--- src/rtl/core/prhs_pkg.sv ---
// Package: widths, constants and the queue entry type for the rectangle hit selector.
`timescale 1ns / 1ps
`default_nettype none
package prhs_pkg;

  localparam int MAX_RECTS   = 256;
  localparam int COORD_BITS  = 16;
  localparam int IDX_BITS    = 8;
  localparam int DIST_BITS   = 2 * COORD_BITS + 1;
  localparam int SQ_BITS     = 2 * COORD_BITS;
  localparam int QUEUE_DEPTH = 4;
  localparam int QPTR_BITS   = $clog2(QUEUE_DEPTH);
  localparam int QCNT_BITS   = $clog2(QUEUE_DEPTH + 1);

  typedef logic signed [COORD_BITS-1:0] coord_t;
  typedef logic [COORD_BITS-1:0]        span_t;
  typedef logic [IDX_BITS-1:0]          idx_t;
  typedef logic [DIST_BITS-1:0]         dist_t;
  typedef logic [SQ_BITS-1:0]           sq_t;

  // One classified rectangle, handed from the front to the back
  typedef struct packed {
    logic  covers;
    logic  last;
    idx_t  pos;
    span_t depth;
    span_t dx;
    span_t dy;
  } entry_t;

endpackage
`default_nettype wire

--- src/rtl/core/prhs_if.sv ---
// Interfaces: rectangle input channel and selection result channel.
`timescale 1ns / 1ps
`default_nettype none
interface prhs_rect_if import prhs_pkg::*; ();
  logic   valid;
  logic   ready;
  coord_t rect_left;
  coord_t rect_top;
  coord_t rect_right;
  coord_t rect_bottom;
  coord_t point_x;
  coord_t point_y;
  logic   last_rect;

  modport source (output valid, rect_left, rect_top, rect_right, rect_bottom,
                  point_x, point_y, last_rect, input ready);
  modport sink   (input valid, rect_left, rect_top, rect_right, rect_bottom,
                  point_x, point_y, last_rect, output ready);
endinterface

interface prhs_hit_if import prhs_pkg::*; ();
  logic valid;
  logic ready;
  idx_t rect_index;
  logic point_inside;

  modport source (output valid, rect_index, point_inside, input ready);
  modport sink   (input valid, rect_index, point_inside, output ready);
endinterface
`default_nettype wire

--- src/rtl/core/prhs_front.sv ---
// Front: accepts rectangle beats, numbers them and classifies the point against each.
`timescale 1ns / 1ps
`default_nettype none
module prhs_front import prhs_pkg::*; (
  input  wire logic   clk,
  input  wire logic   rst,
  prhs_rect_if.sink   rect,
  output entry_t      entry,
  output logic        entry_valid,
  input  wire logic   entry_full
);

  idx_t   cnt;
  entry_t entry_next;
  logic   push;
  logic   take;

  coord_t lox, hix, loy, hiy;
  logic   in_span, covers;
  span_t  d_xl, d_xh, d_yl, d_yh, d_x, d_y, d_min;
  span_t  out_dx, out_dy;

  // Signed difference a - b known to be in 0..2^COORD_BITS-1
  function automatic span_t udiff(coord_t a, coord_t b);
    logic signed [COORD_BITS:0] s;
    s = $signed({a[COORD_BITS-1], a}) - $signed({b[COORD_BITS-1], b});
    return s[COORD_BITS-1:0];
  endfunction

  assign push       = entry_valid && !entry_full;
  assign rect.ready = !entry_valid || push;
  assign take       = rect.valid && rect.ready;

  // Classification of the point against the rectangle
  always_comb begin
    lox = (rect.rect_left < rect.rect_right)  ? rect.rect_left  : rect.rect_right;
    hix = (rect.rect_left < rect.rect_right)  ? rect.rect_right : rect.rect_left;
    loy = (rect.rect_top  < rect.rect_bottom) ? rect.rect_top   : rect.rect_bottom;
    hiy = (rect.rect_top  < rect.rect_bottom) ? rect.rect_bottom : rect.rect_top;

    covers  = (rect.rect_left <= rect.point_x) && (rect.point_x < rect.rect_right) &&
              (rect.rect_top <= rect.point_y) && (rect.point_y < rect.rect_bottom);
    in_span = (rect.point_x >= lox) && (rect.point_x <= hix) &&
              (rect.point_y >= loy) && (rect.point_y <= hiy);

    d_xl  = udiff(rect.point_x, lox);
    d_xh  = udiff(hix, rect.point_x);
    d_yl  = udiff(rect.point_y, loy);
    d_yh  = udiff(hiy, rect.point_y);
    d_x   = (d_xl < d_xh) ? d_xl : d_xh;
    d_y   = (d_yl < d_yh) ? d_yl : d_yh;
    d_min = (d_x < d_y) ? d_x : d_y;

    // clamped box distance for a point outside the closed span
    if (rect.point_x < lox)      out_dx = udiff(lox, rect.point_x);
    else if (rect.point_x > hix) out_dx = udiff(rect.point_x, hix);
    else                         out_dx = '0;
    if (rect.point_y < loy)      out_dy = udiff(loy, rect.point_y);
    else if (rect.point_y > hiy) out_dy = udiff(rect.point_y, hiy);
    else                         out_dy = '0;

    entry_next.covers = covers;
    entry_next.last   = rect.last_rect;
    entry_next.pos    = cnt;
    entry_next.depth  = d_min;
    entry_next.dx     = in_span ? d_min : out_dx;
    entry_next.dy     = in_span ? '0    : out_dy;
  end

  // Stage register and saturating position counter
  always_ff @(posedge clk) begin
    if (rst) begin
      entry_valid <= 1'b0;
      cnt         <= '0;
    end else begin
      if (take) begin
        entry_valid <= 1'b1;
        if (rect.last_rect) cnt <= '0;
        else if (cnt < IDX_BITS'(MAX_RECTS - 1)) cnt <= cnt + 1'b1;
      end else if (push) begin
        entry_valid <= 1'b0;
      end
    end
  end

  always_ff @(posedge clk) begin
    if (take) entry <= entry_next;
  end

  a_cnt_restart: assert property (@(posedge clk) disable iff (rst)
    (take && rect.last_rect) |=> (cnt == '0))
    else $error("position counter did not restart after last beat");

endmodule
`default_nettype wire

--- src/rtl/core/prhs_queue.sv ---
// Queue: short FIFO of classified rectangles between front and back.
`timescale 1ns / 1ps
`default_nettype none
module prhs_queue import prhs_pkg::*; (
  input  wire logic   clk,
  input  wire logic   rst,
  input  wire logic   push,
  input  wire entry_t push_data,
  output logic        full,
  input  wire logic   pop,
  output entry_t      pop_data,
  output logic        not_empty
);

  entry_t                 slots [QUEUE_DEPTH];
  logic [QPTR_BITS-1:0]   wr_ptr;
  logic [QPTR_BITS-1:0]   rd_ptr;
  logic [QCNT_BITS-1:0]   count;
  logic                   do_push;
  logic                   do_pop;

  assign full      = (count == QCNT_BITS'(QUEUE_DEPTH));
  assign not_empty = (count != '0);
  assign do_push   = push && !full;
  assign do_pop    = pop && not_empty;
  assign pop_data  = slots[rd_ptr];

  // Pointers and fill count
  always_ff @(posedge clk) begin
    if (rst) begin
      wr_ptr <= '0;
      rd_ptr <= '0;
      count  <= '0;
    end else begin
      if (do_push) wr_ptr <= wr_ptr + 1'b1;
      if (do_pop)  rd_ptr <= rd_ptr + 1'b1;
      if (do_push && !do_pop)      count <= count + 1'b1;
      else if (do_pop && !do_push) count <= count - 1'b1;
    end
  end

  always_ff @(posedge clk) begin
    if (do_push) slots[wr_ptr] <= push_data;
  end

  a_count_range: assert property (@(posedge clk) disable iff (rst)
    count <= QCNT_BITS'(QUEUE_DEPTH))
    else $error("queue fill count out of range");

  a_count_ptrs: assert property (@(posedge clk) disable iff (rst)
    (count == '0 || full) |-> (wr_ptr == rd_ptr))
    else $error("queue pointers disagree with fill count");

endmodule
`default_nettype wire

--- src/rtl/core/prhs_back.sv ---
// Back: squares the distances, keeps the running best and emits one beat per run.
`timescale 1ns / 1ps
`default_nettype none
module prhs_back import prhs_pkg::*; (
  input  wire logic   clk,
  input  wire logic   rst,
  input  wire entry_t q_data,
  input  wire logic   q_valid,
  output logic        q_pop,
  prhs_hit_if.source  hit
);

  logic   en;
  logic   s1_valid;
  entry_t s1;
  sq_t    sq_x, sq_y;
  dist_t  dsq;

  logic   have_inner, have_inner_next;
  span_t  best_depth, best_depth_next;
  idx_t   inner_idx, inner_idx_next;
  dist_t  best_dist, best_dist_next;
  idx_t   outer_idx, outer_idx_next;

  assign en    = !hit.valid || hit.ready;
  assign q_pop = q_valid && en;
  assign dsq   = DIST_BITS'(sq_x) + DIST_BITS'(sq_y);

  // Square stage
  always_ff @(posedge clk) begin
    if (rst) s1_valid <= 1'b0;
    else if (en) s1_valid <= q_valid;
  end

  always_ff @(posedge clk) begin
    if (q_pop) begin
      s1   <= q_data;
      sq_x <= q_data.dx * q_data.dx;
      sq_y <= q_data.dy * q_data.dy;
    end
  end

  // Running best selection
  always_comb begin
    have_inner_next = have_inner;
    best_depth_next = best_depth;
    inner_idx_next  = inner_idx;
    best_dist_next  = best_dist;
    outer_idx_next  = outer_idx;
    if (s1_valid) begin
      if (s1.covers) begin
        if (!have_inner || s1.depth > best_depth) begin
          have_inner_next = 1'b1;
          best_depth_next = s1.depth;
          inner_idx_next  = s1.pos;
        end
      end else if (dsq < best_dist) begin
        best_dist_next = dsq;
        outer_idx_next = s1.pos;
      end
    end
  end

  always_ff @(posedge clk) begin
    if (rst) begin
      have_inner <= 1'b0;
      best_depth <= '0;
      inner_idx  <= '0;
      best_dist  <= '1;
      outer_idx  <= '0;
      hit.valid  <= 1'b0;
    end else if (en) begin
      hit.valid <= s1_valid && s1.last;
      if (s1_valid && s1.last) begin
        have_inner <= 1'b0;
        best_depth <= '0;
        inner_idx  <= '0;
        best_dist  <= '1;
        outer_idx  <= '0;
      end else begin
        have_inner <= have_inner_next;
        best_depth <= best_depth_next;
        inner_idx  <= inner_idx_next;
        best_dist  <= best_dist_next;
        outer_idx  <= outer_idx_next;
      end
    end
  end

  // Result beat register
  always_ff @(posedge clk) begin
    if (en && s1_valid && s1.last) begin
      hit.rect_index   <= have_inner_next ? inner_idx_next : outer_idx_next;
      hit.point_inside <= have_inner_next;
    end
  end

  a_run_cleared: assert property (@(posedge clk) disable iff (rst)
    (en && s1_valid && s1.last) |=> (!have_inner && best_dist == '1))
    else $error("run state not cleared after result");

  a_stall_holds: assert property (@(posedge clk) disable iff (rst)
    !en |=> ($stable(s1_valid) && $stable(best_dist) && $stable(have_inner)))
    else $error("back pipeline moved while result beat stalled");

endmodule
`default_nettype wire

--- src/rtl/core/point_rectangle_hit_select.sv ---
// Top level: picks one rectangle of a run for a query point.
// Path of a result beat: front register, queue, square stage, then result register.
// Throughput: one rectangle per cycle; the back takes a stall only while a result waits.
// The four-entry queue lets the front keep accepting while the back is held.
// Synchronous active-high rst clears all run state, queue and valid flags.
`timescale 1ns / 1ps
`default_nettype none
module point_rectangle_hit_select import prhs_pkg::*; (
  input  wire logic  clk,
  input  wire logic  rst,
  prhs_rect_if.sink  rect,
  prhs_hit_if.source hit
);

  entry_t f_entry;
  logic   f_valid;
  logic   q_full;
  entry_t q_data;
  logic   q_valid;
  logic   q_pop;

  prhs_front u_front (
    .clk         (clk),
    .rst         (rst),
    .rect        (rect),
    .entry       (f_entry),
    .entry_valid (f_valid),
    .entry_full  (q_full)
  );

  prhs_queue u_queue (
    .clk       (clk),
    .rst       (rst),
    .push      (f_valid),
    .push_data (f_entry),
    .full      (q_full),
    .pop       (q_pop),
    .pop_data  (q_data),
    .not_empty (q_valid)
  );

  prhs_back u_back (
    .clk     (clk),
    .rst     (rst),
    .q_data  (q_data),
    .q_valid (q_valid),
    .q_pop   (q_pop),
    .hit     (hit)
  );

endmodule
`default_nettype wire
--- src/flat_wrapper.sv ---
// flat-port wrapper written by rule: the top's interface ports become plain ports
module point_rectangle_hit_select_flat import prhs_pkg::*;
  (clk, rst, rect_valid, rect_rect_left, rect_rect_top, rect_rect_right, rect_rect_bottom, rect_point_x, rect_point_y, rect_last_rect, rect_ready, hit_valid, hit_rect_index, hit_point_inside, hit_ready);
  prhs_rect_if rect_i ();
  prhs_hit_if hit_i ();
  input  wire logic clk;
  input  wire logic rst;
  input wire logic [$bits(rect_i.valid)-1:0] rect_valid;
  input wire logic [$bits(rect_i.rect_left)-1:0] rect_rect_left;
  input wire logic [$bits(rect_i.rect_top)-1:0] rect_rect_top;
  input wire logic [$bits(rect_i.rect_right)-1:0] rect_rect_right;
  input wire logic [$bits(rect_i.rect_bottom)-1:0] rect_rect_bottom;
  input wire logic [$bits(rect_i.point_x)-1:0] rect_point_x;
  input wire logic [$bits(rect_i.point_y)-1:0] rect_point_y;
  input wire logic [$bits(rect_i.last_rect)-1:0] rect_last_rect;
  output wire logic [$bits(rect_i.ready)-1:0] rect_ready;
  output wire logic [$bits(hit_i.valid)-1:0] hit_valid;
  output wire logic [$bits(hit_i.rect_index)-1:0] hit_rect_index;
  output wire logic [$bits(hit_i.point_inside)-1:0] hit_point_inside;
  input wire logic [$bits(hit_i.ready)-1:0] hit_ready;
  assign rect_i.valid = rect_valid;
  assign rect_i.rect_left = rect_rect_left;
  assign rect_i.rect_top = rect_rect_top;
  assign rect_i.rect_right = rect_rect_right;
  assign rect_i.rect_bottom = rect_rect_bottom;
  assign rect_i.point_x = rect_point_x;
  assign rect_i.point_y = rect_point_y;
  assign rect_i.last_rect = rect_last_rect;
  assign rect_ready = rect_i.ready;
  assign hit_valid = hit_i.valid;
  assign hit_rect_index = hit_i.rect_index;
  assign hit_point_inside = hit_i.point_inside;
  assign hit_i.ready = hit_ready;
  point_rectangle_hit_select u_core (.clk(clk), .rst(rst), .rect(rect_i), .hit(hit_i));
endmodule
--- config.mk ---
export PLATFORM = sky130hd
export DESIGN_NAME = point_rectangle_hit_select_flat
export DESIGN_NICKNAME = d
export VERILOG_FILES = /design/src/rtl/core/prhs_pkg.sv /design/src/rtl/core/prhs_if.sv /design/src/rtl/core/prhs_front.sv /design/src/rtl/core/prhs_queue.sv /design/src/rtl/core/prhs_back.sv /design/src/rtl/core/point_rectangle_hit_select.sv /design/src/flat_wrapper.sv
export SDC_FILE = /design/constraint.sdc
export NUM_CORES = 2
export LEC_CHECK = 0
export BUFFER_PORTS_ARGS = -buffer_cell sky130_fd_sc_hd__buf_4
export CAP_MARGIN = 20
export CORE_MARGIN = 2
export CORE_UTILIZATION = 50
export DETAILED_ROUTE_END_ITERATION = 10
export GPL_TIMING_DRIVEN = 0
export PLACE_DENSITY = 0.66
export SLEW_MARGIN = 10
export SYNTH_ARGS = -nofsm -noshare
export SYNTH_HDL_FRONTEND = slang
export SYNTH_HIERARCHICAL = 1
export SYNTH_SLANG_ARGS = --single-unit
--- constraint.sdc ---
create_clock -name clk -period 26.1 [get_ports clk]
set_input_delay 5.22 -clock clk [delete_from_list [all_inputs] [get_ports clk]]
set_output_delay 5.22 -clock clk [all_outputs]
set_load 0.01 [all_outputs]
; Yosys cells after proc, flatten, opt, wreduce, memory -nomap -nowiden
; Memory sizes are Yosys's and may differ from the RTL's. A register that Yosys moved wholly into a read port is not among the register bits.
; Cells that the tools add are included.
[op_classes]
eq_ne = 2
magnitude_cmp = 20
n_mul = 2
mux = 43
n_addsub = 14
n_reduce_logical = 35
[op_table]
columns = op, count
row1 = two-way mux 16 bit, 16
row2 = < comparator 16 bit, 9
row3 = two-way mux 33 bit, 4
row4 = subtractor 16 bit, 8
row5 = two-way mux 8 bit, 11
row6 = less-or-equal comparator 16 bit, 4
row7 = multiplier 16 x 16 -> 32 bit, 2
row8 = greater-than comparator 16 bit, 3
row9 = adder 32 x 32 -> 33 bit, 1
row10 = < comparator 33 bit, 1
row11 = >= comparator 16 bit, 2
row12 = logical AND 1 bit, 15
row13 = nonzero test 2 bit, 7
row14 = adder 8 x 1 -> 8 bit (second input constant), 1
row15 = < comparator 8 bit (second input constant), 1
row16 = two-way mux 1 bit, 8
row17 = AND reduction 4 bit, 2
row18 = logical NOT 1 bit, 6
row19 = two-way mux 3 bit, 2
row20 = adder 2 x 1 -> 2 bit (second input constant), 2
row21 = two-way mux 2 bit, 2
row22 = adder 3 x 1 -> 3 bit (second input constant), 1
row23 = equality test 3 bit (second input constant), 1
row24 = logical OR 1 bit, 3
row25 = other kinds (4), 4
[totals]
input_bits = 101
regBits = 241
ram_bits = 232
output_inout_bits = 11
memories = 1
word_cells = 143
[memory_table]
columns = name, depth, word_bits, rd, rd_ports_with_merged_regs, wr, line_no
row1 = u_core.u_queue.slots, 4, 58, 1, 1, 1, prhs_queue.sv:15  ; entry_t slots [QUEUE_DEPTH];

; Logic depth before layout (Yosys ltp)
[depth]
depth_word = 8
mapped_depth = 46
depth_no_buf = 42

; Hierarchy
; The synthesis kept the hierarchy.
[modules_own_cells]
columns = mod, instances, cells_per_inst, seq_area_each_um2, area_each_um2
row1 = prhs_back, 1, 2351, 4274.1, 22487.8
row2 = prhs_front, 1, 1766, 1921.8, 14375.0
row3 = prhs_queue, 1, 351, 7146.9, 8852.2

; Worst setup path after synthesis
; Ideal clock, no wire load.
[synth_timing]
path_type = input port to flip-flop
startpoint = in rect_rect_right[1]
endpoint = reg u_core/u_front/entry[27] (netlist bit), data pin
setup_ps = 260
arrival_time_ps = 13133
required_time_ps = 25840
path_slack_ps = 12707
path_buffers = 4
cell_stages = 44
cell_sequence = inv_1 -> ha_1 -> a21o_1 -> a21o_1 -> a21o_1 -> a21o_1 -> a21oi_1 -> o211ai_1 -> a211oi_1 -> a21oi_1 -> clkbuf_1 -> mux2i_1 -> ha_1 -> inv_1 -> fa_1 -> a211oi_1 -> o21bai_1 -> a21bo_2 -> (+8 left out) -> a211oi_1 -> o311a_1 -> buf_4 -> clkbuf_1 -> nor2_1 -> a21oi_1 -> inv_1 -> ha_1 -> a21oi_1 -> nor2b_1 -> o21ai_0 -> nand2b_1 -> a221oi_1 -> nand2_1 -> o41ai_4 -> buf_6 -> mux2i_1 -> mux2_2
[synth_rtl]
columns = element, line_no
row1 = start: declaration, flat_wrapper.sv:11  ; input wire logic [$bits(rect_i.rect_right)-1:0] rect_rect_right;
row2 = end signal: assignment, prhs_front.sv:87  ; if (take) entry <= entry_next;
row3 = end: declaration, prhs_front.sv:8  ; output entry_t entry,

==> results.py <==
metrics = {
    "run_status": {
        "status": "complete, no violations",
    },
    "placement": {
        "dpl_worst_slack_ns": 9.93,
        "gp_congestion": 0.933,
        "place_area_sq_mm": 0.0481,
        "port_buffers": 111,
        "dpl.hpwl_um": 89400,
        "placed_cells": 5760,
    },
    "synth": {
        "synthArstFlopShare": 0,
        "synth-seq-cells": 473,
        "yosysWarnings": 6,
        "synth_top_area_frac": 0.254,
        "ys_top_cells_by_area": "edfxtp_1 (25%), ha_1 (15%), fa_1 (15%), inv_1 (6.1%), dfxtp_1 (3.8%)",
        "synthCells": 4468,
        "synth.cell_area_sq_mm": 0.0457,
        "yosys.cell_types.count": 100,
        "syn_nets": 5454,
        "synth_edf_count": 387,
        "synth-seq-area-share": 0.292,
        "syn_avg_cell_area_sq_um": 10.2,
        "yosys.area.top_type": "edfxtp_1",
        "ys.flop_type": "edfxtp_1",
    },
    "die": {
        "ios": 112,
        "core_sq_mm": 0.0903,
        "row_count": 110,
        "die_w_um": 306,
        "dieHeight_um": 306,
        "start_util": 0.506,
        "die_area_sq_mm": 0.0939,
    },
    "worst_hold_path": {
        "holdPathStages": 1,
        "min-delay-start": "u_core/u_back/best_depth[11]",
        "min_path_type": "flip-flop to flip-flop",
    },
    "setup_path": {
        "cp_max_fo": 10,
        "cp.arrival_ns": 15.94,
        "cp-start-kind": "primary input",
        "rr_worst_depth": 24,
        "end_kind": "flip-flop",
        "endpoint": "u_core/u_front/entry[24]",
        "r2r-end": "u_core/u_back/sq_x[31]",
        "crit_type": "primary input to flip-flop",
        "slowest_stage": "a21oi_1",
        "startpoint": "rect_rect_bottom[10]",
        "cpPeakStageDelay_ns": 0.77,
        "r2r_slack_ns": 17.31,
        "worstPathRequired_ns": 26.42,
    },
    "final_layout": {
        "fin_area_sq_mm": 0.0496,
        "seqCellArea_sq_mm": 0.0133,
        "synthToLayoutAreaGrowth_pct": 8.52,
        "drive_above_1_share": 0.0856,
        "fin_nets": 5620,
        "layout_common_cells": "inv_1 (738), ha_1 (548), edfxtp_1 (387)",
        "multiInputGateArea_sq_mm": 0.0288,
        "final_cells": 5847,
        "diodes": 0,
        "layout_commonest_cell": "inv_1",
        "num-fill-cells": 7999,
    },
    "sta": {
        "drv_slew": 0,
        "skew_ns": 0.0296,
        "rsz0062_at_grt": "false",
        "finalCriticalPeriod_ns": 15.62,
        "finalSetupViolations": 0,
        "finalHoldViolCount": 0,
        "timing.final.ws_setup_ns": 10.48,
        "relSlewSlack": 0.303,
        "fin_crit_sh": 0.599,
        "tns_ns": 0,
        "max_slew.worst_pin.slew_ns": 1.02,
        "max_freq_mhz": 64.0,
    },
    "clock_network": {
        "clock_path_buffers": 3,
        "postCtsSetupBuffers": 0,
        "cts_resized": 0,
        "clk_pin_slew_ns": 0.06,
        "ctsRootBufferMaster": "clkbuf_16",
        "numCtsBuffers": 47,
        "clock_latency_ns": 0.58,
        "postCtsHoldBufs": 0,
        "h-tree-depth": 2,
        "numClockSinks": 473,
        "cts_tree": "yes",
    },
    "global_routing": {
        "met1_usage": 0.310,
        "grt_pass1_wl_um": 178000,
        "track_usage": 0.238,
        "overflow": 0,
        "grt_pass1_vias": 33400,
        "use_met3": 0.0195,
        "grt-busiest-layer": "met2",
        "grt_max_degree": 63,
        "grt.met2_usage": 0.419,
        "antenna_found_initial": 4,
    },
    "drt": {
        "post-route-drc-count": 0,
        "drt_iter0_markers": 1845,
        "firstDrtPassIters": 5,
        "wl_per_cell_um": 18.8,
        "wirelength_um": 110000,
        "via_per_inst": 5.59,
        "vias": 32700,
        "drtAntennaViolNets": 0,
    },
    "run": {
        "cap_violations": 0,
    },
}
## area by class of cell
type | count | area share
flip-flops and latches | 473 | 0.269
clock buffers | 66 | 0.0255
multi-input cells | 3091 | 0.581
clock inverters | 20 | 0.00393
well taps | 1176 | 0.0297
plain buffers | 165 | 0.0155
inverters | 739 | 0.0560
repair buffers | 117 | 0.0191
## synth_stat cells (all sizes together), types with 34 or more instances
cell type / n
nand2b: 34
mux4: 58
edfxtp: 387
clkbuf: 116
nand3: 65
xor2: 57
nand2: 271
o211ai: 48
nor3: 48
inv: 739
a221oi: 54
mux2i: 84
ha: 548
dfxtp: 86
mux2: 55
nor2: 206
xnor2: 138
and2: 130
o21ai: 129
a21o: 117
buf: 49
nor2b: 53
o21a: 53
a21oi: 248
fa: 337
## kinds of logic after synthesis
group / after synthesis / share of synthesized area
simple gates: 915 / 0.0981
mux: 197 / 0.0605
compound gates: 899 / 0.137
buf+inv: 904 / 0.0774
xor+xnor: 195 / 0.0374
flops: 473 / 0.292
fa+ha+maj: 885 / 0.298
## critical path, delay by kind of cell
family	cells	cell delay [ns]
buffers and inverters	6	1.50
adders and majority gates	5	1.66
and+or+nand+nor	8	1.04
muxes	3	1.14
AOI/OAI and AO/OA	17	5.32
## state kept, by name, indices dropped and copies added (netlist names), 2 cells and up, named ones only
| register | flops |
|---|---|
| u_core/u_back/sq_x | 31 |
| u_core/u_back/hit.rect_index | 8 |
| u_core/u_queue/rd_ptr | 2 |
| u_core/u_front/cnt | 8 |
| u_core/u_front/entry | 58 |
| u_core/u_back/inner_idx | 8 |
| u_core/u_queue/count | 3 |
| u_core/u_queue/slots | 232 |
| u_core/u_back/best_dist | 33 |
| u_core/u_back/s1 | 26 |
| u_core/u_queue/wr_ptr | 2 |
| u_core/u_back/sq_y | 31 |
| u_core/u_back/best_depth | 16 |
| u_core/u_back/outer_idx | 8 |
## per-stage QoR
| stage | util | hold WS [ns] |
|---|---|---|
| 2_1_floorplan | - | 0.442 |
| 3_3_place_gp | 0.532 | 0.456 |
| 3_5_place_dp | 0.533 | 0.456 |
| 4_1_cts | 0.549 | 0.475 |
| 5_1_grt | 0.549 | 0.481 |
| 6_report | 0.549 | 0.470 |
## routing by layer
| layer | wire length (um) | vias up |
|---|---|---|
| met5 | 27 | - |
| met4 | 3670 | 4 |
| met3 | 4050 | 153 |
| met2 | 54500 | 727 |
| met1 | 47800 | 16000 |
| li1 | - | 15800 |
## worst min path at each step
stage                                               to  slack [ns]
after floorplan           u_core/u_back/best_depth[10]        0.44
after global placement     u_core/u_back/best_depth[9]        0.46
after detailed placement  u_core/u_back/best_depth[13]        0.46
after CTS                   u_core/u_back/best_dist[0]        0.47
after global routing      u_core/u_back/best_depth[11]        0.48
final                     u_core/u_back/best_depth[11]        0.47
Power is not shown: default switching activity piles up to over one toggle a cycle in this logic, so the estimate is an artifact.
